**src/sv/dwo_pkg.sv**
```systemverilog
`timescale 1ns / 1ps
// ----------------------------------------------------------------------------
// dwo_pkg
// Shared types and constants of the detuned wavetable oscillator.
// ----------------------------------------------------------------------------
package dwo_pkg;

    localparam int MAX_VOICES      = 8;
    localparam int VOICE_W         = $clog2(MAX_VOICES);
    localparam int TABLE_ADDR_BITS = 10;
    localparam int TABLE_DEPTH     = 1 << TABLE_ADDR_BITS;
    localparam int PHASE_W         = 32;
    localparam int SAMPLE_W        = 16;
    localparam int DETUNE_BITS     = 10;
    localparam int FACTOR_ONE      = 1 << DETUNE_BITS;
    localparam int FACTOR_W        = 12;
    localparam int COUNT_W         = 4;
    localparam int DETUNE_W        = 4;
    localparam int SHIFT_W         = 2;
    localparam int SUM_W           = SAMPLE_W + VOICE_W;
    localparam int CFG_INDEX_W     = 2;
    localparam int CFG_DATA_W      = 16;

    // configuration register indexes
    localparam logic [CFG_INDEX_W-1:0] REG_VOICE_COUNT    = 2'd0;
    localparam logic [CFG_INDEX_W-1:0] REG_DETUNE_STEP    = 2'd1;
    localparam logic [CFG_INDEX_W-1:0] REG_AMPLITUDE_MASK = 2'd2;

    // item operations
    localparam logic OP_SAMPLE = 1'b0;
    localparam logic OP_WRITE  = 1'b1;

    // request to the phase step multiplier
    typedef struct packed {
        logic [PHASE_W-1:0]  base;
        logic [DETUNE_W-1:0] detune;
        logic [VOICE_W-1:0]  voice;
        logic [VOICE_W-1:0]  half;
        logic                single;
    } mul_req_t;

    // output attenuation by voice count
    function automatic logic [SHIFT_W-1:0] atten_shift(input logic [VOICE_W-1:0] vm1);
        logic [SHIFT_W-1:0] sh;
        case (vm1)
            3'd0:    sh = 2'd0;
            3'd1:    sh = 2'd1;
            3'd2:    sh = 2'd2;
            3'd3:    sh = 2'd2;
            default: sh = 2'd3;
        endcase
        return sh;
    endfunction

endpackage

```
**src/sv/dwo_step_mul.sv**
```systemverilog
`timescale 1ns / 1ps
// ----------------------------------------------------------------------------
// dwo_step_mul
// Shared phase step unit: forms a voice's Q10 detune factor and multiplies
// the scaled increment by it unless single, one voice per cycle, registered.
// ----------------------------------------------------------------------------
module dwo_step_mul
    import dwo_pkg::*;
(
    input  logic               clk,
    input  mul_req_t           req,
    output logic [PHASE_W-1:0] step
);

    logic signed [VOICE_W+1:0]  dev;
    logic signed [VOICE_W+1:0]  detune_s;
    logic signed [9:0]          offset;
    logic signed [FACTOR_W:0]   factor;
    logic [PHASE_W+FACTOR_W-1:0] full;
    logic [PHASE_W-1:0]         step_next;
    logic [PHASE_W-1:0]         step_reg;

    // factor = detune * (voice - half) + 1.0
    always_comb
    begin
        dev       = $signed({2'b00, req.voice}) - $signed({2'b00, req.half});
        detune_s  = $signed({1'b0, req.detune});
        offset    = 10'(detune_s) * 10'(dev);
        factor    = (FACTOR_W+1)'(FACTOR_ONE) + (FACTOR_W+1)'(offset);
        full      = req.base * factor[FACTOR_W-1:0];
        step_next = req.single ? req.base : full[PHASE_W-1:0];
    end

    // product register
    always_ff @(posedge clk)
    begin
        step_reg <= step_next;
    end

    assign step = step_reg;

endmodule

```
**config.mk**
```make
export PLATFORM = sky130hd
export DESIGN_NAME = dwo_step_mul
export DESIGN_NICKNAME = d
export VERILOG_FILES = /design/src/sv/dwo_pkg.sv /design/src/sv/dwo_step_mul.sv
export SDC_FILE = /design/constraint.sdc
export NUM_CORES = 1
export LEC_CHECK = 0
export BUFFER_PORTS_ARGS = -buffer_cell sky130_fd_sc_hd__buf_2
export CAP_MARGIN = 0
export CORE_UTILIZATION = 30
export CTS_CLUSTER_DIAMETER = 100
export DETAILED_ROUTE_END_ITERATION = 6
export GPL_ROUTABILITY_DRIVEN = 1
export SYNTH_ARGS = -nofsm -noshare
export SYNTH_HDL_FRONTEND = slang
export SYNTH_SLANG_ARGS = --single-unit
```
**constraint.sdc**
```tcl
create_clock -name clk -period 23.6 [get_ports clk]
set_input_delay 4.72 -clock clk [delete_from_list [all_inputs] [get_ports clk]]
set_output_delay 4.72 -clock clk [all_outputs]
set_load 0.02 [all_outputs]
```
=== Yosys cells after proc, flatten, opt, wreduce, memory -nomap -nowiden ===
Index checks and enable logic that the tools add are counted.
W data, S select, Z words.

* $add $sub $neg: 2
* Muxes and demuxes: 1
* $mul: 2

{| class="wikitable"
|+ Operators with widths
! kind !! number
|-
| $mul A32 B12 Y32 || 1
|-
| $mux W32 || 1
|-
| $add A12 B9 Y12 const A || 1
|-
| $mul A5 B4 Y9 || 1
|-
| $sub A3 B3 Y4 || 1
|}

* Bits of input ports: 44
* Register bits: 32

=== Depth between registers and ports, before layout ===
* Depth after elaboration: 5
* Gate-level depth with buffers: 39
* Mapped depth without buffers: 38

=== Least setup slack after synthesis ===
OpenSTA, ideal clock, no wires.

* Path kind: input to register
* From: input req[2] (netlist bit)
* To: register step_reg[31] (netlist: step[31])
* Data arrival time: 13.542 ns
* Cell stages on the path: 34
* Path slack: 9.937 ns
* Cell sequence: inv_1 ha_1 a21o_1 a21o_1 or2_2 fa_1 fa_1 inv_1 fa_1 ha_1 fa_1 a21o_1 a21oi_1 xnor2_1 clkbuf_1 nand2_1 fa_1 inv_1 fa_1 fa_1 fa_1 inv_1 fa_1 inv_1 ha_1 a2111oi_1 nand2b_1 nand3_1 a21oi_1 o31ai_2 a21oi_1 o41a_1 xnor2_1 mux2_2

* Word-level cells in the longest chain between the ends: 5

{| class="wikitable"
|+ Ends and longest elaborated chain
! what !! line !! RTL
|-
| start: declaration || dwo_step_mul.sv:11 || <nowiki>input mul_req_t req,</nowiki>
|-
| $sub A3 B3 Y4 || dwo_step_mul.sv:26 || <nowiki>dev = $signed({2'b00, req.voice}) - $signed({2'b00, req.half});</nowiki>
|-
| $mul A5 B4 Y9 || dwo_step_mul.sv:28 || <nowiki>offset = 10'(detune_s) * 10'(dev);</nowiki>
|-
| $add A12 B9 Y12 || dwo_step_mul.sv:29 || <nowiki>factor = (FACTOR_W+1)'(FACTOR_ONE) + (FACTOR_W+1)'(offset);</nowiki>
|-
| $mul A32 B12 Y32 || dwo_step_mul.sv:30 || <nowiki>full = req.base * factor[FACTOR_W-1:0];</nowiki>
|-
| $mux W32 || dwo_step_mul.sv:31 || <nowiki>step_next = req.single ? req.base : full[PHASE_W-1:0];</nowiki>
|-
| via step_next[31] || dwo_step_mul.sv:20 || <nowiki>logic [PHASE_W-1:0] step_next;</nowiki>
|-
| end signal: assignment || dwo_step_mul.sv:37 || <nowiki>step_reg <= step_next;</nowiki>
|-
| end: declaration || dwo_step_mul.sv:21 || <nowiki>logic [PHASE_W-1:0] step_reg;</nowiki>
|}

The timed path passes the listed nets, and every way through them passes these cells.

=== Final worst setup path ===
Ends and elaborated chain as after synthesis.

==> key figures <==
Logic synthesis
  • Library cells used by synthesis: 53
  • Post-synthesis cell count: 1249
  • Yosys Warn Count: 0
  • Primary FF master, synth: dfxtp_1
  • Syn avg cell area: 8.43 sq um
  • Seq cells post-synth: 32
  • Post-synth EDFFs: 0
  • Share of flip-flops with an asynchronous set or reset: 0%
  • Synthesized net count: 1608
  • Register area share after synthesis: 6.09%
  • Mapped cell area: 0.0105 sq mm

Floorplanning
  • Initial core utilization: 30.5%
  • Site row count: about 70
  • Die Area: ~0.036 sq mm
  • Chip Height: roughly 190 um
  • Area of the core: ~0.035 sq mm
  • Die width: 189 um
  • Num ports: 76

GRT
  • Pin count of the biggest net entering global routing: 61
  • Gr usage total: 16.5%
  • Remaining Overflow, GRT: 0
  • Vias in the first global route: 8852
  • M2 GR Usage: 29.4%
  • First-pass GRT wire length: 46100 um
  • Top Usage Layer GRT: met2
  • Met1 Resource Use GR: about a fifth
  • Initial antenna violation count: 1
  • Met3 Resource Use GR: about 2.1%

Timing
  • Max Freq: ~71 MHz
  • Endpoints failing setup: 0
  • Worst-margin pin slew: about 0.81 ns
  • Final period utilization: between 50% and 60%
  • Post-layout min period: ~14 ns
  • Relative slew slack: 46.1%
  • Final hold slack: 4.67 ns
  • RSZ-0062 raised after global routing: false
  • Setup TNS Final: 0 ns
  • Final Hold Viols: 0
  • Pins over their slew limit: 0

Clocking
  • Max clock buf depth: 2
  • Clock transition at path regs: 0.06 ns
  • Cts hold-fix bufs: 0
  • CTS tree: yes
  • Total CTS buffers: 5
  • H-tree levels: 2
  • Resize count post-CTS: 0
  • Root Buffer: clkbuf_16
  • TritonCTS Sinks: 32
  • Post-CTS Setup Repair Bufs: 0

Finish
  • Commonest non-fill, non-tap cell in the layout: inv_1
  • Most frequent cells in the layout: inv_1, nand2_1, fa_1, ha_1, buf_2
  • Area growth from synthesis to layout: 9.33%
  • Fill cell count: 3718
  • Fin area: 0.0115 sq mm
  • Share of cells above drive strength 1: 9.03%
  • Max FFs per register: 32
  • Nets: 1643
  • Post-Layout Cell Count: between 1500 and 2000
  • N_diodes: 0

Run status
  • Outcome: completed

Setup path
  • Crit path required time: 23.79 ns
  • CP Launch Type: input port
  • Data arrival time of the worst path: 14.28 ns
  • Crit Path Max Fanout: 16
  • CP most frequent cell: fa_1
  • Max incr delay on CP: approximately 0.65 ns
  • Critical Path End Type: flop
  • WS Path Type: in2reg
  • Critical path's slowest cell: a2111oi_1

Route
  • Vias: 8054
  • Post-route ant nets: 0
  • Detailed Routing Iterations Pass 1: 4
  • Number of remaining DRC errors: 0
  • Drt initial violations: 339
  • Via/cell ratio: between 4 and 5
  • Final wirelength: 27400 um
  • Routed len/inst: 15.8 um

Place
  • IO Port Bufs: 75
  • Final GP Congestion: 0.838
  • Post-DP HPWL: 22600 um
  • Post-DP Area: about 0.011 sq mm
  • # placed instances: 1732

Job
  • Total of max-cap violations: 0

Min path
  • Worst Hold Class: in2reg
[per-layer routing]
layer | vias to the layer above | part of all wire [%]
met2 | 172 | 50
met5 | - | 0.029
met4 | 2 | 1.7
met3 | 29 | 3.9
li1 | 3736 | -
met1 | 4115 | 44
[final cells by class]
type	count	area, sq um	share of cell area (%)
clock buffers	7	153	1.33
flip-flops and latches	32	641	5.57
inverters	294	1100	9.59
multi-input cells	864	8580	74.5
repair buffers	87	465	4.04
well taps	455	569	4.95
[kinds of logic (layout without fill, tap and decap cells)]
kind of cell	Yosys count	count (layout)	synth area share, %
muxes	6	6	0.630
and+or+nand+nor	390	390	16.6
AOI/OAI and AO/OA	109	109	6.89
xor gates and xnor gates	44	44	3.73
adders and majority gates	315	315	53.5
buffers and inverters	353	388	12.6
DFF	32	32	6.09
[path summary, 6_finish.rpt]
check / from / end / slack (ns) / depth (start not counted)
max: req[2] / step[31] / 9.52 / 33
min: req[40] / step[29] / 4.67 / 3
[synth_stat cells (9+ instances only)]
| library cell | count | area (sq um) |
|---|---|---|
| a21o_1 | 13 | 97.6 |
| a21oi_1 | 26 | 130 |
| and2_1 | 73 | 457 |
| clkbuf_1 | 57 | 214 |
| dfxtp_1 | 32 | 641 |
| fa_1 | 225 | 4500 |
| ha_1 | 90 | 1130 |
| inv_1 | 294 | 1100 |
| nand2_1 | 260 | 976 |
| nand2b_1 | 9 | 56.3 |
| nor2_1 | 18 | 67.6 |
| o21a_1 | 9 | 67.6 |
| o21ai_0 | 29 | 145 |
| xnor2_1 | 26 | 228 |
| xor2_1 | 17 | 149 |
[worst max-delay path: cells and delay by family]
| kind | cells | cell delay [ns] |
|---|---|---|
| buffers and inverters | 7 | 0.71 |
| muxes | 1 | 0.25 |
| adders and majority gates | 12 | 5.18 |
| AOI/OAI and AO/OA | 7 | 2.09 |
| xor gates and xnor gates | 2 | 0.69 |
| and+or+nand+nor | 4 | 0.62 |
[through the flow]
stage	utilization, %	setup WS (ns)
2_1_floorplan	-	9.94
3_3_place_gp	32.9	9.29
3_5_place_dp	32.9	9.20
4_1_cts	33.3	9.49
5_1_grt	33.3	8.99
6_report	33.3	9.52
Power is left out: the tool's default activity adds up to more than one toggle a clock period on the data nets, which glitch-free logic cannot reach.
